[src/rtl/core/ewbh_pkg.sv]
// Shared types and constants for the equal-width byte histogram.
// Used by equal_width_byte_histogram_unit; depends on nothing.
package ewbh_pkg;

	localparam int MAX_BINS_DEF = 8;
	localparam int FEW_BINS     = 4;
	localparam int COUNT_WIDTH  = 8;
	localparam int SAMPLE_W     = 8;
	localparam int BIN_INDEX_W  = 3;
	localparam int CFG_INDEX_W  = 2;
	localparam int CFG_DATA_W   = 8;

	// Bin width is the span times a rounded-up reciprocal of the bin count.
	// For spans up to 256 and counts of 4 to 8 this is exact.
	localparam int RECIP_SHIFT = 16;
	localparam int RECIP_W     = 15;
	localparam int PROD_W      = 23;
	localparam int WID_W       = 7;
	localparam int EDGE_W      = 10;
	localparam logic [RECIP_W-1:0] RECIP_FEW =
		RECIP_W'((2**RECIP_SHIFT + FEW_BINS - 1) / FEW_BINS);

	localparam logic [CFG_INDEX_W-1:0] CFG_RANGE_LOW  = 2'd0;
	localparam logic [CFG_INDEX_W-1:0] CFG_RANGE_HIGH = 2'd1;
	localparam logic [CFG_INDEX_W-1:0] CFG_BIN_MODE   = 2'd2;

	localparam logic signed [SAMPLE_W-1:0] RANGE_LOW_RST  = -8'sd128;
	localparam logic signed [SAMPLE_W-1:0] RANGE_HIGH_RST = 8'sd127;
	localparam logic BIN_MODE_RST = 1'b1;

	typedef struct packed {
		logic signed [SAMPLE_W-1:0] sample;
		logic                       last_sample;
	} ewbh_req_t;

	typedef struct packed {
		logic [BIN_INDEX_W-1:0] bin_index;
		logic [COUNT_WIDTH-1:0] bin_count;
		logic                   last_bin;
	} ewbh_rsp_t;

endpackage

[src/rtl/core/ewbh_ram.sv]
// Generic single-clock RAM: one write port, one read port, registered read data.
// A read of the address being written returns the old contents. No dependencies.
module ewbh_ram #(
	parameter int WIDTH = 8,
	parameter int DEPTH = 8
) (
	input  logic                     clk,
	input  logic                     we,
	input  logic [$clog2(DEPTH)-1:0] waddr,
	input  logic [WIDTH-1:0]         wdata,
	input  logic [$clog2(DEPTH)-1:0] raddr,
	output logic [WIDTH-1:0]         rdata
);

	logic [WIDTH-1:0] mem [DEPTH];

	always_ff @(posedge clk) begin
		if (we) begin
			mem[waddr] <= wdata;
		end
		rdata <= mem[raddr];
	end

endmodule

[src/rtl/core/equal_width_byte_histogram_unit.sv]
// Equal-width byte histogram: counts signed samples into 4 or MAX_BINS bins.
// Depends on ewbh_pkg and ewbh_ram.
//
// Requests arrive on req_valid/req_stall/req; bin results leave on
// rsp_valid/rsp_stall/rsp. Registers are written through cfg_we, cfg_index
// and cfg_data; the user must write them only while no data set is in
// progress, as the block does not enforce this. A sample is accepted every
// cycle unless req_stall is high. Each sample passes through a reciprocal
// multiply for the bin width, an edge compare that picks the bin, and a
// read-modify-write of a counter RAM with a forward of the previous write.
// Counters live in two RAM banks; a last sample swaps banks, so the next
// data set streams in while the finished bank is read out and cleared, one
// bin per cycle while the output buffer has room, over all MAX_BINS counters.
// A second last sample is held off (req_stall) until the previous read-out
// has swept its bank. After reset both banks are cleared, during which
// req_stall is high. When rsp_stall is high, results wait in a two-entry
// output buffer and the read-out pauses; samples keep being counted.
module equal_width_byte_histogram_unit #(
	parameter int MAX_BINS = ewbh_pkg::MAX_BINS_DEF
) (
	input  logic                                 clk,
	input  logic                                 arst_n,
	input  logic                                 cfg_we,
	input  logic [ewbh_pkg::CFG_INDEX_W-1:0]     cfg_index,
	input  logic [ewbh_pkg::CFG_DATA_W-1:0]      cfg_data,
	input  logic                                 req_valid,
	output logic                                 req_stall,
	input  ewbh_pkg::ewbh_req_t                  req,
	output logic                                 rsp_valid,
	input  logic                                 rsp_stall,
	output ewbh_pkg::ewbh_rsp_t                  rsp
);

	localparam int IDX_W   = $clog2(MAX_BINS);
	localparam int BIN_W   = ewbh_pkg::BIN_INDEX_W;
	localparam int CNT_W   = ewbh_pkg::COUNT_WIDTH;
	localparam int RECIP_W = ewbh_pkg::RECIP_W;
	localparam int PROD_W  = ewbh_pkg::PROD_W;
	localparam int WID_W   = ewbh_pkg::WID_W;
	localparam int EDGE_W  = ewbh_pkg::EDGE_W;
	localparam int SMP_W   = ewbh_pkg::SAMPLE_W;
	localparam logic [RECIP_W-1:0] RECIP_MAX =
		RECIP_W'((2**ewbh_pkg::RECIP_SHIFT + MAX_BINS - 1) / MAX_BINS);
	localparam logic [IDX_W-1:0] LAST_PTR     = IDX_W'(MAX_BINS - 1);
	localparam logic [IDX_W-1:0] LAST_PTR_FEW = IDX_W'(ewbh_pkg::FEW_BINS - 1);

	typedef enum logic [2:0] {
		ST_CLEAR = 3'b001,
		ST_RUN   = 3'b010,
		ST_DRAIN = 3'b100
	} state_t;

	// Configuration registers
	logic signed [SMP_W-1:0] range_low_q;
	logic signed [SMP_W-1:0] range_high_q;
	logic                    bin_mode_q;

	always_ff @(posedge clk or negedge arst_n) begin
		if (!arst_n) begin
			range_low_q  <= ewbh_pkg::RANGE_LOW_RST;
			range_high_q <= ewbh_pkg::RANGE_HIGH_RST;
			bin_mode_q   <= ewbh_pkg::BIN_MODE_RST;
		end else if (cfg_we) begin
			case (cfg_index)
				ewbh_pkg::CFG_RANGE_LOW:  range_low_q  <= cfg_data;
				ewbh_pkg::CFG_RANGE_HIGH: range_high_q <= cfg_data;
				ewbh_pkg::CFG_BIN_MODE:   bin_mode_q   <= cfg_data[0];
				default: ;
			endcase
		end
	end

	state_t           state_q;
	logic [IDX_W-1:0] ptr_q;
	logic             drain_bank_q;
	logic             drain_mode_q;
	logic             bank_q;

	// Pipeline registers
	logic             v_s1, en_s1, last_s1, bank_s1, mode_s1;
	logic [SMP_W-1:0] dist_s1;
	logic [WID_W-1:0] width_s1;
	logic             v_s2, en_s2, last_s2, bank_s2, mode_s2;
	logic [IDX_W-1:0] bin_s2;

	logic             fwd_v_q, fwd_bank_q;
	logic [IDX_W-1:0] fwd_addr_q;
	logic [CNT_W-1:0] fwd_data_q;

	// Output buffer and the read-out in flight
	logic                infl_v_q, infl_bank_q, infl_last_q;
	logic [IDX_W-1:0]    infl_idx_q;
	logic                out_v_q, skid_v_q;
	ewbh_pkg::ewbh_rsp_t out_q, skid_q, push_data;

	logic             ram_we    [2];
	logic [IDX_W-1:0] ram_waddr [2];
	logic [CNT_W-1:0] ram_wdata [2];
	logic [IDX_W-1:0] ram_raddr [2];
	logic [CNT_W-1:0] ram_rdata [2];

	// Stage 0: range check and bin width
	logic signed [SMP_W:0] smp_x, lo_x, hi_x, diff_x;
	logic                  in_range;
	logic [SMP_W:0]        span;
	logic [RECIP_W-1:0]    recip;
	logic [PROD_W-1:0]     prod;
	logic                  req_acc;
	logic                  last_busy;

	assign smp_x    = {req.sample[SMP_W-1], req.sample};
	assign lo_x     = {range_low_q[SMP_W-1], range_low_q};
	assign hi_x     = {range_high_q[SMP_W-1], range_high_q};
	assign diff_x   = smp_x - lo_x;
	assign in_range = (lo_x <= hi_x) && (smp_x >= lo_x) && (smp_x <= hi_x);
	assign span     = (SMP_W + 1)'(hi_x - lo_x) + (SMP_W + 1)'(1);
	assign recip    = bin_mode_q ? RECIP_MAX : ewbh_pkg::RECIP_FEW;
	assign prod     = PROD_W'(span) * PROD_W'(recip);

	// Only one finished data set may wait for its bank to be read out.
	assign last_busy = (v_s1 && last_s1) || (v_s2 && last_s2) || (state_q == ST_DRAIN);
	assign req_stall = (state_q == ST_CLEAR) || (req.last_sample && last_busy);
	assign req_acc   = req_valid && !req_stall;

	always_ff @(posedge clk or negedge arst_n) begin
		if (!arst_n) begin
			bank_q <= 1'b0;
			v_s1   <= 1'b0;
			v_s2   <= 1'b0;
		end else begin
			v_s1 <= req_acc;
			v_s2 <= v_s1;
			if (req_acc && req.last_sample) begin
				bank_q <= !bank_q;
			end
		end
	end

	always_ff @(posedge clk) begin
		en_s1    <= in_range;
		last_s1  <= req.last_sample;
		bank_s1  <= bank_q;
		mode_s1  <= bin_mode_q;
		dist_s1  <= diff_x[SMP_W-1:0];
		width_s1 <= prod[ewbh_pkg::RECIP_SHIFT +: WID_W];
	end

	// Stage 1: the bin is the number of inner edges at or below the sample.
	// A zero width puts every edge at the low end, so all land in the top bin.
	logic [IDX_W-1:0] bin_k;

	always_comb begin
		bin_k = '0;
		for (int i = 1; i < MAX_BINS; i++) begin
			if ((mode_s1 || i < ewbh_pkg::FEW_BINS) &&
			    (EDGE_W'(i) * EDGE_W'(width_s1) <= EDGE_W'(dist_s1))) begin
				bin_k = bin_k + 1'b1;
			end
		end
	end

	always_ff @(posedge clk) begin
		en_s2   <= en_s1;
		last_s2 <= last_s1;
		bank_s2 <= bank_s1;
		mode_s2 <= mode_s1;
		bin_s2  <= bin_k;
	end

	// Stage 2: increment. The write of the previous cycle is not yet visible
	// in the read data, so it is forwarded.
	logic             fwd_hit, s2_write;
	logic [CNT_W-1:0] cnt_old, cnt_new;

	assign fwd_hit  = fwd_v_q && (fwd_bank_q == bank_s2) && (fwd_addr_q == bin_s2);
	assign cnt_old  = fwd_hit ? fwd_data_q : ram_rdata[bank_s2];
	assign cnt_new  = cnt_old + 1'b1;
	assign s2_write = v_s2 && en_s2;

	always_ff @(posedge clk or negedge arst_n) begin
		if (!arst_n) begin
			fwd_v_q <= 1'b0;
		end else begin
			fwd_v_q <= s2_write;
		end
	end

	always_ff @(posedge clk) begin
		fwd_bank_q <= bank_s2;
		fwd_addr_q <= bin_s2;
		fwd_data_q <= cnt_new;
	end

	// Read-out of a finished bank: each step reads one counter and clears it.
	logic       pop, emit_j, credit_ok, step;
	logic [1:0] occ;

	assign pop    = out_v_q && !rsp_stall;
	assign occ    = {1'b0, out_v_q} + {1'b0, skid_v_q} + {1'b0, infl_v_q};
	assign credit_ok = (occ < 2'd2) || ((occ == 2'd2) && pop);
	assign emit_j = drain_mode_q || (32'(ptr_q) < ewbh_pkg::FEW_BINS);
	assign step   = (state_q == ST_DRAIN) && (!emit_j || credit_ok);

	always_ff @(posedge clk or negedge arst_n) begin
		if (!arst_n) begin
			state_q      <= ST_CLEAR;
			ptr_q        <= '0;
			drain_bank_q <= 1'b0;
			drain_mode_q <= 1'b0;
			infl_v_q     <= 1'b0;
		end else begin
			infl_v_q <= step && emit_j;
			case (state_q)
				ST_CLEAR: begin
					ptr_q <= ptr_q + 1'b1;
					if (ptr_q == LAST_PTR) begin
						ptr_q   <= '0;
						state_q <= ST_RUN;
					end
				end
				ST_RUN: begin
					if (v_s2 && last_s2) begin
						state_q      <= ST_DRAIN;
						ptr_q        <= '0;
						drain_bank_q <= bank_s2;
						drain_mode_q <= mode_s2;
					end
				end
				ST_DRAIN: begin
					if (step) begin
						ptr_q <= ptr_q + 1'b1;
						if (ptr_q == LAST_PTR) begin
							ptr_q   <= '0;
							state_q <= ST_RUN;
						end
					end
				end
				default: begin
					state_q <= ST_CLEAR;
					ptr_q   <= '0;
				end
			endcase
		end
	end

	always_ff @(posedge clk) begin
		infl_bank_q <= drain_bank_q;
		infl_idx_q  <= ptr_q;
		infl_last_q <= drain_mode_q ? (ptr_q == LAST_PTR) : (ptr_q == LAST_PTR_FEW);
	end

	// Counter banks
	for (genvar r = 0; r < 2; r++) begin : g_bank
		always_comb begin
			ram_we[r]    = 1'b0;
			ram_waddr[r] = bin_s2;
			ram_wdata[r] = cnt_new;
			if (state_q == ST_CLEAR) begin
				ram_we[r]    = 1'b1;
				ram_waddr[r] = ptr_q;
				ram_wdata[r] = '0;
			end else if (step && (drain_bank_q == 1'(r))) begin
				ram_we[r]    = 1'b1;
				ram_waddr[r] = ptr_q;
				ram_wdata[r] = '0;
			end else if (s2_write && (bank_s2 == 1'(r))) begin
				ram_we[r] = 1'b1;
			end
			ram_raddr[r] = ((state_q == ST_DRAIN) && (drain_bank_q == 1'(r))) ? ptr_q : bin_k;
		end

		ewbh_ram #(
			.WIDTH(CNT_W),
			.DEPTH(MAX_BINS)
		) u_ram (
			.clk  (clk),
			.we   (ram_we[r]),
			.waddr(ram_waddr[r]),
			.wdata(ram_wdata[r]),
			.raddr(ram_raddr[r]),
			.rdata(ram_rdata[r])
		);
	end

	// Two-entry output buffer
	always_comb begin
		push_data.bin_index = BIN_W'(infl_idx_q);
		push_data.bin_count = ram_rdata[infl_bank_q];
		push_data.last_bin  = infl_last_q;
	end

	always_ff @(posedge clk or negedge arst_n) begin
		if (!arst_n) begin
			out_v_q  <= 1'b0;
			skid_v_q <= 1'b0;
		end else if (!out_v_q || pop) begin
			if (skid_v_q) begin
				out_v_q  <= 1'b1;
				skid_v_q <= infl_v_q;
			end else begin
				out_v_q <= infl_v_q;
			end
		end else if (infl_v_q) begin
			skid_v_q <= 1'b1;
		end
	end

	always_ff @(posedge clk) begin
		if (!out_v_q || pop) begin
			if (skid_v_q) begin
				out_q  <= skid_q;
				skid_q <= push_data;
			end else begin
				out_q <= push_data;
			end
		end else if (infl_v_q) begin
			skid_q <= push_data;
		end
	end

	assign rsp_valid = out_v_q;
	assign rsp       = out_q;

endmodule
[config.mk]
export PLATFORM = sky130hd
export DESIGN_NAME = equal_width_byte_histogram_unit
export DESIGN_NICKNAME = d
export VERILOG_FILES = /design/src/rtl/core/ewbh_pkg.sv /design/src/rtl/core/ewbh_ram.sv /design/src/rtl/core/equal_width_byte_histogram_unit.sv
export SDC_FILE = /design/constraint.sdc
export NUM_CORES = 1
export LEC_CHECK = 0
export BUFFER_PORTS_ARGS = -buffer_cell sky130_fd_sc_hd__buf_2
export CORE_UTILIZATION = 40
export CTS_BUF_LIST = sky130_fd_sc_hd__clkbuf_8
export DETAILED_ROUTE_END_ITERATION = 16
export RECOVER_POWER = 25
export SLEW_MARGIN = 5
export SYNTH_ARGS = -nofsm -noshare
export SYNTH_HDL_FRONTEND = slang
export SYNTH_SLANG_ARGS = --single-unit
[constraint.sdc]
create_clock -name clk -period 17.9 [get_ports clk]
set_clock_uncertainty 0.1 [all_clocks]
set_input_delay 1.79 -clock clk [delete_from_list [all_inputs] [get_ports clk]]
set_output_delay 1.79 -clock clk [all_outputs]
set_load 0.02 [all_outputs]
==> run_results.csv <==
group,metric,value,unit
die,die_w,188,µm
die,pin_count,38,
detailed_routing,drc,0,
clock_tree,cts.clk_slew.worst_paths,70,ps
setup_path,r2r_end,"g_bank[1].u_ram.rdata[7]",
clock_tree,clkLatencyLatePin,560,ps
sta,period_minus_slack,7590,ps
detailed_routing,detail_route.iter0.violations,659,
clock_tree,cts_hold_buffers,0,
logic_synthesis,yosysUniqueCellTypes,78,
sta,hold_viol_final,0,
setup_path,critical_path_class,"reg2reg",
flow_run,maxCapViolations,2,
setup_path,r2r-start,"width_s1[1]",
die,die-height,188,µm
detailed_routing,antenna_left,0,
setup_path,ff2ff_path_depth,29,
place,dp.cells,1676,
final_layout,stdcell_count,1751,
setup_path,critPathMostFrequentCell,"ha_1",
sta,fin_setup_tns,0,ps
global_routing,grt_max_degree,43,
detailed_routing,route.vias.total,9519,
setup_path,slowest_stage,"a2111oi_0",
logic_synthesis,syn_area_per_cell,11.4,µm²
logic_synthesis,synth_top_area_cell,"edfxtp_1",
status,violations,"capacitance limit, slew limit",
detailed_routing,drt-pass1-iter-count,5,
setup_path,worst-path-max-fanout,35,
clock_tree,cts-root-buf,"clkbuf_8",
place,dp_hpwl,23.5,mm
place,place.port_buffers,37,
logic_synthesis,syn_inst,1215,
hold_path,holdPathEnd,"bank_s2",
final_layout,fin_nets,1439,
die,coreArea,33800,µm²
clock_tree,cts_made_buffers,40,
sta,max_freq,0.132,GHz
logic_synthesis,synthArstFlopShare,13.2,%
hold_path,hold_path.class,"reg2reg",
logic_synthesis,synth_top_area_share,33.0,%
setup_path,start_kind,"flip-flop",
hold_path,holdPathStages,0,
clock_tree,cts_num_sinks,243,
die,initial_core_util,40.9,%
sta,rsz0062_at_grt,"false",
setup_path,worst_ep_required_time,18200,ps
logic_synthesis,ys_ff_latch,243,
global_routing,gr-total-overflow,0,
sta,worst_pin_slew,3040,ps
clock_tree,cts_tree,"yes",
logic_synthesis,ys.flop_type,"edfxtp_1",
detailed_routing,post_drt_wl_per_cell,18.5,µm
logic_synthesis,synth_edf_count,152,
final_layout,syn_to_final_growth,10.5,%
global_routing,grt_pass1_vias,9537,
logic_synthesis,synth_common_cells,"edfxtp_1, ha_1, nor2_1",
clock_tree,cts_max_path_buffers,3,
die,num_rows,67,
clock_tree,htree_levels,2,
logic_synthesis,netlist_area,13800,µm²
place,globalplace.congestion,0.855,
hold_path,hp-start,"bank_s1",
setup_path,arrival,7890,ps
sta,finalSetupViolCount,0,
detailed_routing,drt_wl_total,32.4,mm
global_routing,grt_pass1_wl,51.5,mm
sta,relSlewSlack,-103,%
logic_synthesis,ys_warn_count,0,
sta,period_share,42.4,%
final_layout,final_core_util,45.2,%
global_routing,antenna_found_initial,0,
setup_path,reg2reg_setup_slack,10310,ps
status,status,"finished with violations",
logic_synthesis,synth_area_leaders,"edfxtp_1, ha_1, dfxtp_1",
global_routing,track_usage,18.5,%
clock_tree,cts_resized,0,
setup_path,cpPeakStageDelay,750,ps
sta,final_max_slew_viol_count,76,
final_layout,drive_gt1_share,11.9,%
die,die_area,35300,µm²
clock_tree,post_cts_buffers,0,
logic_synthesis,seq_area_frac_synth,47.5,%
logic_synthesis,synth.most_common_cell,"edfxtp_1",
detailed_routing,vias_per_cell,5.44,
setup_path,worst_setup_path_end_kind,"flip-flop",
critical path: cells and delay by family, from the launching register on:
family | cells | cell delay [ps]
fa+ha+maj | 7 | 2150
compound gates | 12 | 2740
flops | 1 | 570
mux | 1 | 260
xor+xnor | 2 | 360
simple gates | 3 | 490
buf+inv | 4 | 750
stage by stage:
stage	hold slack, ps	setup WS, ps	cell area [µm²]
5_1_grt	229	9690	15300
4_1_cts	218	10420	15300
3_5_place_dp	212	10480	14500
2_1_floorplan	210	11540	13800
3_3_place_gp	212	10660	14500
6_report	214	10310	15300
metal layers:
layer  share of wire (%)  track usage [%]
met5                   0                0
met4                 1.9             5.25
met3                 4.5             2.98
met1                  47             25.4
met2                  46             30.2
area by class of cell:
type,instances,area [µm²]
inverters,84,320
fillers,3174,18500
diodes,1,2.50
clock buffers,51,702
clock inverters,23,115
repair buffers,44,220
flip-flops and latches,243,6560
multi-input cells,857,6800
well taps,448,561
flip-flops by register name, summed over array words and instances (netlist names), 8 cells and up:
signal	count
g_bank.u_ram.mem	128
range_high_q	8
skid_q	12
range_low_q	8
fwd_data_q	8
dist_s1	8
g_bank.u_ram.rdata	16
rsp	12
cells by family (layout without fill, tap and decap cells):
kind of cell    count (synthesis)  in the layout  synth area share, %
compound gates                252            252                 12.9
xor+xnor                       45             45                 3.23
fa+ha+maj                     145            145                 13.9
buf+inv                       120            202                 3.55
flops                         243            243                 47.5
mux                           116            116                 8.74
other cells                     2              8               0.0543
simple gates                  292            292                 10.1
worst max-delay path by stage:
stage / slack, ps / to / cells after the start / start
2_1_floorplan: 11540 / g_bank[1].u_ram.rdata[0] / 30 / width_s1[1]
3_3_place_gp: 10660 / g_bank[1].u_ram.rdata[2] / 29 / width_s1[1]
3_5_place_dp: 10480 / g_bank[1].u_ram.rdata[7] / 29 / width_s1[1]
4_1_cts: 10420 / g_bank[1].u_ram.rdata[7] / 29 / width_s1[1]
5_1_grt: 9690 / g_bank[1].u_ram.rdata[2] / 29 / width_s1[1]
6_report: 10310 / g_bank[1].u_ram.rdata[7] / 29 / width_s1[1]
placed cells by master (no fill, tap or decap), drive strengths merged, types with 19 or more instances in the layout:
| cell type | n |
|---|---|
| a21o | 22 |
| a21oi | 47 |
| buf | 36 |
| clkbuf | 59 |
| dfrtp | 22 |
| dfxtp | 59 |
| edfxtp | 152 |
| ha | 130 |
| inv | 101 |
| mux2 | 37 |
| mux2i | 79 |
| nand2 | 79 |
| nor2 | 91 |
| nor3 | 30 |
| o21ai | 39 |
| o22ai | 19 |
| xnor2 | 26 |
Power is not shown: default switching activity piles up to over one toggle a cycle in this logic, so the estimate is an artifact.
